$ cat src/rtl/iso_pkg.sv
// ----------------------------------------------------------------------------
// iso_pkg
// Shared types, character codes, layout tables and calendar constants for the
// timestamp text to epoch seconds parser.
// ----------------------------------------------------------------------------
package iso_pkg;

   localparam int unsigned POS_W      = 5;
   localparam int unsigned YEAR_W     = 14;
   localparam int unsigned FIELD_W    = 7;
   localparam int unsigned EPOCH_W    = 39;
   localparam int unsigned CNT_W      = 3;

   localparam logic [POS_W-1:0] POS_TAIL  = 5'd19;
   localparam logic [CNT_W-1:0] CONV_LAST = 3'd4;

   localparam logic [7:0] CH_DASH  = 8'h2d;
   localparam logic [7:0] CH_COLON = 8'h3a;
   localparam logic [7:0] CH_T     = 8'h54;
   localparam logic [7:0] CH_Z     = 8'h5a;
   localparam logic [7:0] CH_DOT   = 8'h2e;
   localparam logic [7:0] CH_ZERO  = 8'h30;
   localparam logic [7:0] CH_NINE  = 8'h39;
   localparam logic [7:0] CH_NONE  = 8'h00;

   localparam logic [2:0] FLD_YEAR   = 3'd0;
   localparam logic [2:0] FLD_MONTH  = 3'd1;
   localparam logic [2:0] FLD_DAY    = 3'd2;
   localparam logic [2:0] FLD_HOUR   = 3'd3;
   localparam logic [2:0] FLD_MINUTE = 3'd4;
   localparam logic [2:0] FLD_SECOND = 3'd5;

   localparam logic signed [24:0] ERA_DAYS    = 25'sd146097;
   localparam logic signed [24:0] SHIFT_DAYS  = 25'sd719468;
   localparam logic signed [42:0] SEC_PER_DAY = 43'sd86400;

   typedef enum logic [1:0] {
      TAIL_WAIT = 2'd0,
      TAIL_DOT  = 2'd1,
      TAIL_FRAC = 2'd2,
      TAIL_DONE = 2'd3
   } tail_type;

   typedef enum logic [1:0] {
      ST_SCAN   = 2'd0,
      ST_CONV   = 2'd1,
      ST_FINISH = 2'd2
   } state_type;

   typedef struct packed {
      logic scan_en;
      logic capture;
      logic load_out;
   } cmd_type;

   function automatic logic [7:0] sep_char(input logic [POS_W-1:0] pos);
      logic [7:0] c;
      case (pos)
         5'd4, 5'd7:   c = CH_DASH;
         5'd10:        c = CH_T;
         5'd13, 5'd16: c = CH_COLON;
         default:      c = CH_NONE;
      endcase
      return c;
   endfunction

   function automatic logic [2:0] field_sel(input logic [POS_W-1:0] pos);
      logic [2:0] f;
      case (pos)
         5'd0, 5'd1, 5'd2, 5'd3, 5'd4: f = FLD_YEAR;
         5'd5, 5'd6, 5'd7:             f = FLD_MONTH;
         5'd8, 5'd9, 5'd10:            f = FLD_DAY;
         5'd11, 5'd12, 5'd13:          f = FLD_HOUR;
         5'd14, 5'd15, 5'd16:          f = FLD_MINUTE;
         default:                      f = FLD_SECOND;
      endcase
      return f;
   endfunction

   function automatic logic is_digit(input logic [7:0] c);
      return (c >= CH_ZERO) && (c <= CH_NINE);
   endfunction

   function automatic logic [4:0] month_len(input logic [3:0] m, input logic leap);
      logic [4:0] n;
      case (m)
         4'd2:                      n = leap ? 5'd29 : 5'd28;
         4'd4, 4'd6, 4'd9, 4'd11:   n = 5'd30;
         default:                   n = 5'd31;
      endcase
      return n;
   endfunction

   // day of a march-based year at which each month starts
   function automatic logic [8:0] doy_base(input logic [3:0] m);
      logic [8:0] d;
      case (m)
         4'd1:    d = 9'd306;
         4'd2:    d = 9'd337;
         4'd3:    d = 9'd0;
         4'd4:    d = 9'd31;
         4'd5:    d = 9'd61;
         4'd6:    d = 9'd92;
         4'd7:    d = 9'd122;
         4'd8:    d = 9'd153;
         4'd9:    d = 9'd184;
         4'd10:   d = 9'd214;
         4'd11:   d = 9'd245;
         4'd12:   d = 9'd275;
         default: d = 9'd0;
      endcase
      return d;
   endfunction

endpackage

$ cat src/rtl/iso_ctrl.sv
// ----------------------------------------------------------------------------
// iso_ctrl
// Controller: byte scanning, conversion step count and result handshake.
// ----------------------------------------------------------------------------
module iso_ctrl
   import iso_pkg::*;
(
   input  logic    clock,
   input  logic    reset,
   input  logic    req_valid,
   input  logic    req_is_final,
   output logic    req_ready,
   output logic    rsp_valid,
   input  logic    rsp_ready,
   output cmd_type cmd
);

   state_type        state_ff, state_in;
   logic [CNT_W-1:0] cnt_ff, cnt_in;
   logic             rsp_valid_ff, rsp_valid_in;
   logic             out_free;

   always_ff @(posedge clock) begin
      if (reset) begin
         state_ff     <= ST_SCAN;
         cnt_ff       <= '0;
         rsp_valid_ff <= 1'b0;
      end else begin
         state_ff     <= state_in;
         cnt_ff       <= cnt_in;
         rsp_valid_ff <= rsp_valid_in;
      end
   end

   assign out_free = !rsp_valid_ff || rsp_ready;

   always_comb begin
      state_in     = state_ff;
      cnt_in       = cnt_ff;
      req_ready    = 1'b0;
      cmd          = '0;
      rsp_valid_in = rsp_valid_ff && !rsp_ready;
      case (state_ff)
         ST_SCAN: begin
            req_ready   = 1'b1;
            cmd.scan_en = req_valid;
            cmd.capture = req_valid && req_is_final;
            if (cmd.capture) begin
               state_in = ST_CONV;
               cnt_in   = '0;
            end
         end
         ST_CONV: begin
            cnt_in = cnt_ff + 1'b1;
            if (cnt_ff == CONV_LAST) begin
               state_in = ST_FINISH;
            end
         end
         ST_FINISH: begin
            if (out_free) begin
               cmd.load_out = 1'b1;
               rsp_valid_in = 1'b1;
               state_in     = ST_SCAN;
            end
         end
         default: begin
            state_in = ST_SCAN;
         end
      endcase
   end

   assign rsp_valid = rsp_valid_ff;

endmodule

$ cat src/rtl/iso_dp.sv
// ----------------------------------------------------------------------------
// iso_dp
// Datapath: character checks, field accumulation, calendar conversion stages
// and the result register.
// ----------------------------------------------------------------------------
module iso_dp
   import iso_pkg::*;
(
   input  logic                      clock,
   input  logic                      reset,
   input  cmd_type                   cmd,
   input  logic [7:0]                req_text_byte,
   output logic                      rsp_valid_res,
   output logic signed [EPOCH_W-1:0] rsp_unix_secs
);

   // scanner state
   logic [POS_W-1:0]   pos_ff, pos_in;
   logic [YEAR_W-1:0]  year_ff, year_in;
   logic [FIELD_W-1:0] month_ff, month_in, day_ff, day_in;
   logic [FIELD_W-1:0] hour_ff, hour_in, minute_ff, minute_in, second_ff, second_in;
   tail_type           tail_ff, tail_in;
   logic               err_ff, err_in;

   // captured fields
   logic [YEAR_W-1:0]  cyear_ff;
   logic [FIELD_W-1:0] cmonth_ff, cday_ff, chour_ff, cminute_ff, csecond_ff;
   logic               cfmt_ff;

   // conversion stages
   logic               neg_ff;
   logic [YEAR_W-1:0]  yu_ff;
   logic [5:0]         q400_ff;
   logic [7:0]         q100_ff;
   logic [18:0]        hms_ff;
   logic signed [6:0]  era_ff;
   logic [8:0]         yoe_ff;
   logic               valid_ff;
   logic signed [24:0] e146_ff;
   logic [17:0]        y365_ff;
   logic [6:0]         yq4_ff;
   logic [2:0]         yq100_ff;
   logic signed [24:0] days_ff;
   logic [EPOCH_W-1:0] prod_ff;
   logic               res_valid_ff;
   logic [EPOCH_W-1:0] res_epoch_ff;

   logic [7:0]  sep;
   logic [3:0]  dig;
   logic [17:0] year_acc;
   logic [10:0] month_acc, day_acc, hour_acc, minute_acc, second_acc;

   always_comb begin
      pos_in    = pos_ff;
      year_in   = year_ff;
      month_in  = month_ff;
      day_in    = day_ff;
      hour_in   = hour_ff;
      minute_in = minute_ff;
      second_in = second_ff;
      tail_in   = tail_ff;
      err_in    = err_ff;
      sep       = sep_char(pos_ff);
      dig       = 4'(req_text_byte - CH_ZERO);
      year_acc   = 18'(year_ff) * 18'd10 + 18'(dig);
      month_acc  = 11'(month_ff) * 11'd10 + 11'(dig);
      day_acc    = 11'(day_ff) * 11'd10 + 11'(dig);
      hour_acc   = 11'(hour_ff) * 11'd10 + 11'(dig);
      minute_acc = 11'(minute_ff) * 11'd10 + 11'(dig);
      second_acc = 11'(second_ff) * 11'd10 + 11'(dig);
      if (!err_ff) begin
         if (pos_ff < POS_TAIL) begin
            pos_in = pos_ff + 1'b1;
            if (sep != CH_NONE) begin
               if (req_text_byte != sep) begin
                  err_in = 1'b1;
               end
            end else if (is_digit(req_text_byte)) begin
               case (field_sel(pos_ff))
                  FLD_YEAR:   year_in   = year_acc[YEAR_W-1:0];
                  FLD_MONTH:  month_in  = month_acc[FIELD_W-1:0];
                  FLD_DAY:    day_in    = day_acc[FIELD_W-1:0];
                  FLD_HOUR:   hour_in   = hour_acc[FIELD_W-1:0];
                  FLD_MINUTE: minute_in = minute_acc[FIELD_W-1:0];
                  default:    second_in = second_acc[FIELD_W-1:0];
               endcase
            end else begin
               err_in = 1'b1;
            end
         end else begin
            case (tail_ff)
               TAIL_WAIT: begin
                  if (req_text_byte == CH_DOT) begin
                     tail_in = TAIL_DOT;
                  end else if (req_text_byte == CH_Z) begin
                     tail_in = TAIL_DONE;
                  end else begin
                     err_in = 1'b1;
                  end
               end
               TAIL_DOT: begin
                  if (is_digit(req_text_byte)) begin
                     tail_in = TAIL_FRAC;
                  end else begin
                     err_in = 1'b1;
                  end
               end
               TAIL_FRAC: begin
                  if (req_text_byte == CH_Z) begin
                     tail_in = TAIL_DONE;
                  end else if (!is_digit(req_text_byte)) begin
                     err_in = 1'b1;
                  end
               end
               default: begin
                  err_in = 1'b1;
               end
            endcase
         end
      end
   end

   always_ff @(posedge clock) begin
      if (reset || cmd.capture) begin
         pos_ff    <= '0;
         year_ff   <= '0;
         month_ff  <= '0;
         day_ff    <= '0;
         hour_ff   <= '0;
         minute_ff <= '0;
         second_ff <= '0;
         tail_ff   <= TAIL_WAIT;
         err_ff    <= 1'b0;
      end else if (cmd.scan_en) begin
         pos_ff    <= pos_in;
         year_ff   <= year_in;
         month_ff  <= month_in;
         day_ff    <= day_in;
         hour_ff   <= hour_in;
         minute_ff <= minute_in;
         second_ff <= second_in;
         tail_ff   <= tail_in;
         err_ff    <= err_in;
      end
   end

   always_ff @(posedge clock) begin
      if (cmd.capture) begin
         cyear_ff   <= year_in;
         cmonth_ff  <= month_in;
         cday_ff    <= day_in;
         chour_ff   <= hour_in;
         cminute_ff <= minute_in;
         csecond_ff <= second_in;
         cfmt_ff    <= !err_in && (tail_in == TAIL_DONE);
      end
   end

   // stage 1: year split by reciprocal multiplication, time of day
   logic        early;
   logic [13:0] yu;
   logic [26:0] q400_prod;
   logic [28:0] q100_prod;

   always_comb begin
      early     = (cmonth_ff <= 7'd2);
      yu        = cyear_ff - 14'(early);
      q400_prod = 27'(yu) * 27'd5243;
      q100_prod = 29'(cyear_ff) * 29'd20972;
   end

   always_ff @(posedge clock) begin
      neg_ff  <= early && (cyear_ff == '0);
      yu_ff   <= yu;
      q400_ff <= q400_prod[26:21];
      q100_ff <= q100_prod[28:21];
      hms_ff  <= 19'(chour_ff) * 19'd3600 + 19'(cminute_ff) * 19'd60 + 19'(csecond_ff);
   end

   // stage 2: era, year of era, range checks
   logic [14:0] q400x;
   logic [14:0] q100x;
   logic        leap;
   logic [4:0]  mdays;

   always_comb begin
      q400x = 15'(q400_ff) * 15'd400;
      q100x = 15'(q100_ff) * 15'd100;
      leap  = (cyear_ff[1:0] == 2'd0) &&
              ((15'(cyear_ff) != q100x) || (q100_ff[1:0] == 2'd0));
      mdays = month_len(cmonth_ff[3:0], leap);
   end

   always_ff @(posedge clock) begin
      era_ff   <= neg_ff ? -7'sd1 : $signed({1'b0, q400_ff});
      yoe_ff   <= neg_ff ? 9'd399 : 9'(15'(yu_ff) - q400x);
      valid_ff <= cfmt_ff &&
                  (cmonth_ff >= 7'd1) && (cmonth_ff <= 7'd12) &&
                  (cday_ff >= 7'd1) && (cday_ff <= 7'(mdays)) &&
                  (chour_ff <= 7'd23) && (cminute_ff <= 7'd59) &&
                  (csecond_ff <= 7'd60);
   end

   // stage 3: era and year-of-era day counts
   logic [18:0] yq100_prod;

   assign yq100_prod = 19'(yoe_ff) * 19'd656;

   always_ff @(posedge clock) begin
      e146_ff  <= 25'(era_ff) * ERA_DAYS;
      y365_ff  <= 18'(yoe_ff) * 18'd365;
      yq4_ff   <= yoe_ff[8:2];
      yq100_ff <= yq100_prod[18:16];
   end

   // stage 4: day number relative to 1970-01-01
   logic [8:0] doy;

   assign doy = doy_base(cmonth_ff[3:0]) + 9'(cday_ff) - 9'd1;

   always_ff @(posedge clock) begin
      days_ff <= e146_ff + $signed(25'(y365_ff)) + $signed(25'(yq4_ff))
               - $signed(25'(yq100_ff)) + $signed(25'(doy)) - SHIFT_DAYS;
   end

   // stage 5: day number to seconds
   logic signed [42:0] prod;

   assign prod = 43'(days_ff) * SEC_PER_DAY;

   always_ff @(posedge clock) begin
      prod_ff <= prod[EPOCH_W-1:0];
   end

   // result register
   always_ff @(posedge clock) begin
      if (cmd.load_out) begin
         res_valid_ff <= valid_ff;
         res_epoch_ff <= valid_ff ? (prod_ff + EPOCH_W'(hms_ff)) : '0;
      end
   end

   assign rsp_valid_res = res_valid_ff;
   assign rsp_unix_secs = $signed(res_epoch_ff);

endmodule

$ cat src/rtl/iso8601_utc_to_epoch_parser_top.sv
// result: shown after the final byte once the calendar conversion is done, later if
// the previous result is still waiting in the output register
// throughput: one text byte per cycle while scanning; after the final byte the input
// stalls while the five-step calendar conversion runs and the result waits to load
// reset: synchronous, clears the parser and drops any pending result
// ----------------------------------------------------------------------------
// iso8601_utc_to_epoch_parser_top
// Parses timestamp text bytes into a valid flag and Unix epoch seconds.
// ----------------------------------------------------------------------------
module iso8601_utc_to_epoch_parser_top
   import iso_pkg::*;
(
   input  logic                      clock,
   input  logic                      reset,
   input  logic                      req_valid,
   output logic                      req_ready,
   input  logic [7:0]                req_text_byte,
   input  logic                      req_is_final,
   output logic                      rsp_valid,
   input  logic                      rsp_ready,
   output logic                      rsp_valid_res,
   output logic signed [EPOCH_W-1:0] rsp_unix_secs
);

   cmd_type cmd;

   iso_ctrl u_ctrl (
      .clock        (clock),
      .reset        (reset),
      .req_valid    (req_valid),
      .req_is_final (req_is_final),
      .req_ready    (req_ready),
      .rsp_valid    (rsp_valid),
      .rsp_ready    (rsp_ready),
      .cmd          (cmd)
   );

   iso_dp u_dp (
      .clock         (clock),
      .reset         (reset),
      .cmd           (cmd),
      .req_text_byte (req_text_byte),
      .rsp_valid_res (rsp_valid_res),
      .rsp_unix_secs (rsp_unix_secs)
   );

endmodule

$ cat config.mk
export PLATFORM = sky130hd
export DESIGN_NAME = iso8601_utc_to_epoch_parser_top
export DESIGN_NICKNAME = d
export VERILOG_FILES = /design/src/rtl/iso_pkg.sv /design/src/rtl/iso_ctrl.sv /design/src/rtl/iso_dp.sv /design/src/rtl/iso8601_utc_to_epoch_parser_top.sv
export SDC_FILE = /design/constraint.sdc
export NUM_CORES = 2
export LEC_CHECK = 0
export BUFFER_PORTS_ARGS = -buffer_cell sky130_fd_sc_hd__buf_2
export CAP_MARGIN = 15
export CORE_AREA = 4 4 249 251
export CTS_CLUSTER_DIAMETER = 120
export DETAILED_ROUTE_END_ITERATION = 8
export DIE_AREA = 0 0 253 255
export PLACE_DENSITY = 0.7
export SYNTH_ARGS = -nofsm -noshare
export SYNTH_HDL_FRONTEND = slang
export SYNTH_SLANG_ARGS = --single-unit
$ cat constraint.sdc
create_clock -name clock -period 9.1 [get_ports clock]
set_input_delay 0.91 -clock clock [delete_from_list [all_inputs] [get_ports clock]]
set_output_delay 0.91 -clock clock [all_outputs]
set_load 0.01 [all_outputs]
==> impl_metrics.py <==
metrics = {
    "routing": {
        "viasPerCell": 5.169,
        "drtPass1Iterations": 5,
        "wl_per_cell_um": 14.29,
        "vias": 22480,
        "drtIter0Drc": 810,
        "drt_wl_total_mm": 62.17,
        "drc": 0,
        "detail-route-antenna-nets": 0,
    },
    "yosys": {
        "ys_seq_elements": 335,
        "synth_ff_type": "dfxtp_1",
        "yosysSeqAreaShare_pct": 22.45,
        "yosysUniqueCellTypes": 75,
        "yosys_warnings": 0,
        "avgSynthCellArea_um2": 9.755,
        "async_flop_share_pct": 0,
        "synth-edff-count": 90,
        "synth_cells": 3474,
        "synth_area_mm2": 0.03389,
        "synth_nets": 4493,
    },
    "place": {
        "port_buffers": 54,
        "placed_cell_area_mm2": 0.03507,
        "place_inst": 4276,
        "globalplace.congestion": 0.8575,
        "place_hpwl_mm": 51.11,
    },
    "clocking": {
        "hold_buffers": 0,
        "clock_sinks": 335,
        "cts_buffers": 40,
        "cts_buffer_depth": 3,
        "clock_latency_ns": 0.57,
        "cts_tree": "done",
        "post_cts_buffers": 0,
        "clkSlewWorstSetupHoldPaths_ns": 0.06,
        "cts-root-buf": "clkbuf_16",
        "cts_resized": 0,
        "h-tree-depth": 2,
    },
    "worst_setup_path": {
        "regToRegSetupSlack_ns": 1.37,
        "cp_slowest_cell": "a2111oi_0",
        "crit_top_cell": "inv_1",
        "crit_type": "reg2reg",
        "r2r_start": "u_dp.cmonth_ff[4]$_DFFE_PP_",
        "start_kind": "flop",
        "cp_max_fo": 5,
        "reg2reg_depth": 30,
        "required_ns": 9.53,
        "arrival_ns": 8.17,
        "critPathMaxStageDelay_ns": 0.65,
        "timing.rr.end": "u_dp.q400_ff[5]$_DFF_P_",
        "cp-end-kind": "flop",
    },
    "floorplan": {
        "dieArea_mm2": 0.06452,
        "initial_utilization_pct": 56.57,
        "ios": 55,
        "coreArea_mm2": 0.05991,
        "die_h_um": 255,
        "die_w_um": 253,
        "num_rows": 90,
    },
    "grt": {
        "grt.met3_usage_pct": 2.581,
        "antenna_found_initial": 0,
        "gr-total-overflow": 0,
        "grt.busiest_layer": "met2",
        "grt_max_degree": 61,
        "use_met1_pct": 26.26,
        "grt_pass1_vias": 22820,
        "grt_util_met2_pct": 35.12,
        "grt_pass1_wl_mm": 107.6,
        "gr-usage-all-layers_pct": 19.96,
    },
    "final_layout": {
        "n_antenna_cell": 0,
        "design_area_mm2": 0.03645,
        "layout-drive-gt1-share_pct": 5.353,
        "final_cells": 4350,
        "nets": 4556,
        "utilization_pct": 60.85,
        "area_delta_synth_final_pct": 7.561,
    },
    "timing": {
        "hold_viol": 0,
        "drv_slew": 0,
        "fmax_mhz": 129.3,
        "finalCriticalPeriod_ns": 7.732,
        "setup_violations": 0,
        "relSlewSlack_pct": 24.80,
        "fin_crit_sh_pct": 84.97,
        "rsz0062_at_grt": "false",
        "finClkSkew_ns": 0.03587,
        "tightest_slew_ns": 1.125,
        "setup_tns_ns": 0,
    },
    "worst_hold_path": {
        "hold_path.startpoint": "u_dp.csecond_ff[0]$_DFFE_PP_",
        "worstHoldEndpoint": "u_dp.hms_ff[0]$_DFF_P_",
        "hold_path_depth": 0,
        "hold_class": "reg2reg",
    },
    "run_status": {
        "status": "finished, final reports clean",
    },
    "job": {
        "drv_cap": 0,
    },
}
[registers in the layout (all words and copies together) (netlist names), 14 cells and up, named ones only]
signal / cells
u_dp.cyear_ff: 14
u_dp.hms_ff: 19
u_dp.y365_ff: 18
u_dp.prod_ff: 32
u_dp.e146_ff: 25
u_dp.year_ff: 14
u_dp.rsp_unix_secs: 39
u_dp.days_ff: 25
[layout by cell type, fill, tap and decap left out, drive strengths merged, types with 13 or more instances in the layout]
master,count
nand3,29
fa,298
clkbuf,57
buf,64
a21oi,171
xor2,70
inv,733
a211oi,20
nand2,146
o21bai,19
nand2b,22
and3,14
o21ai,99
or2,17
dfxtp,245
nor3,53
nor3b,13
nor2,164
ha,708
xnor2,191
nor2b,34
and2,40
nand4,18
mux2,24
edfxtp,90
a21o,54
o21a,19
[synthesized netlist by cell type, drive strengths merged, types with 32 or more instances]
cell type | n | area, µm²
nor3 | 53 | 265.3
a21o | 54 | 405.4
clkbuf | 32 | 120.1
a21oi | 171 | 855.8
xor2 | 70 | 613.1
nor2b | 34 | 212.7
and2 | 40 | 250.2
nand2 | 146 | 548.0
ha | 708 | 8859
nor2 | 164 | 615.6
inv | 731 | 2744
o21ai | 99 | 499.2
dfxtp | 245 | 4905
xnor2 | 191 | 1673
fa | 298 | 5966
edfxtp | 90 | 2703
[metal layers]
layer / up-vias / part of all wire [%]
met5: - / 0
met4: 0 / 2.3
met3: 93 / 2.8
met2: 232 / 48
met1: 10660 / 46
li1: 11500 / -
[kinds of logic (layout without fill, tap and decap cells)]
logic type,count (synthesis),count (layout),synth area share (%)
AOI/OAI and AO/OA,472,472,8.747
xor gates and xnor gates,261,261,6.745
adders and majority gates,1006,1006,43.74
buffers and inverters,774,868,8.621
DFF,335,335,22.45
muxes,35,35,1.133
and+or+nand+nor,591,591,8.562
[how the worst max path moves through the flow]
stage	start	endpoint	slack, ns	cells past startpoint
floorplan	u_dp.cmonth_ff[4]$_DFFE_PP_	u_dp.q400_ff[5]$_DFF_P_	2.36	30
global placement	u_dp.cmonth_ff[4]$_DFFE_PP_	u_dp.q400_ff[5]$_DFF_P_	1.48	30
detailed placement	u_dp.cmonth_ff[4]$_DFFE_PP_	u_dp.q400_ff[5]$_DFF_P_	1.39	30
CTS	u_dp.cmonth_ff[4]$_DFFE_PP_	u_dp.q400_ff[5]$_DFF_P_	1.30	30
global route	u_dp.cmonth_ff[4]$_DFFE_PP_	u_dp.q400_ff[5]$_DFF_P_	0.60	30
finish	u_dp.cmonth_ff[4]$_DFFE_PP_	u_dp.q400_ff[5]$_DFF_P_	1.37	30
[worst max-delay path: cells and delay by family (launching register included)]
family / cells / cell delay [ns]
AOI/OAI and AO/OA: 10 / 2.34
xor gates and xnor gates: 2 / 0.63
adders and majority gates: 8 / 3.10
buffers and inverters: 5 / 0.52
DFF: 1 / 0.36
and+or+nand+nor: 5 / 0.65
[through the flow]
| step | setup slack (ns) | hold slack (ns) |
|---|---|---|
| 6_report | 1.368 | 0.3728 |
| 5_1_grt | 0.5954 | 0.3927 |
| 3_3_place_gp | 1.483 | 0.3599 |
| 2_1_floorplan | 2.364 | 0.3487 |
| 4_1_cts | 1.303 | 0.3734 |
| 3_5_place_dp | 1.387 | 0.3620 |
[final cells by class]
type	instances	area, µm²
clock buffer	57	1177
clock inverter	16	200.2
fill	5082	23460
inverter	731	2744
multi-input combinational	2365	23400
sequential	335	7607
tap	782	978.4
timing repair buffer	64	342.8
Power is left out: the tool's default activity adds up to more than one toggle a clock period on the data nets, which glitch-free logic cannot reach.
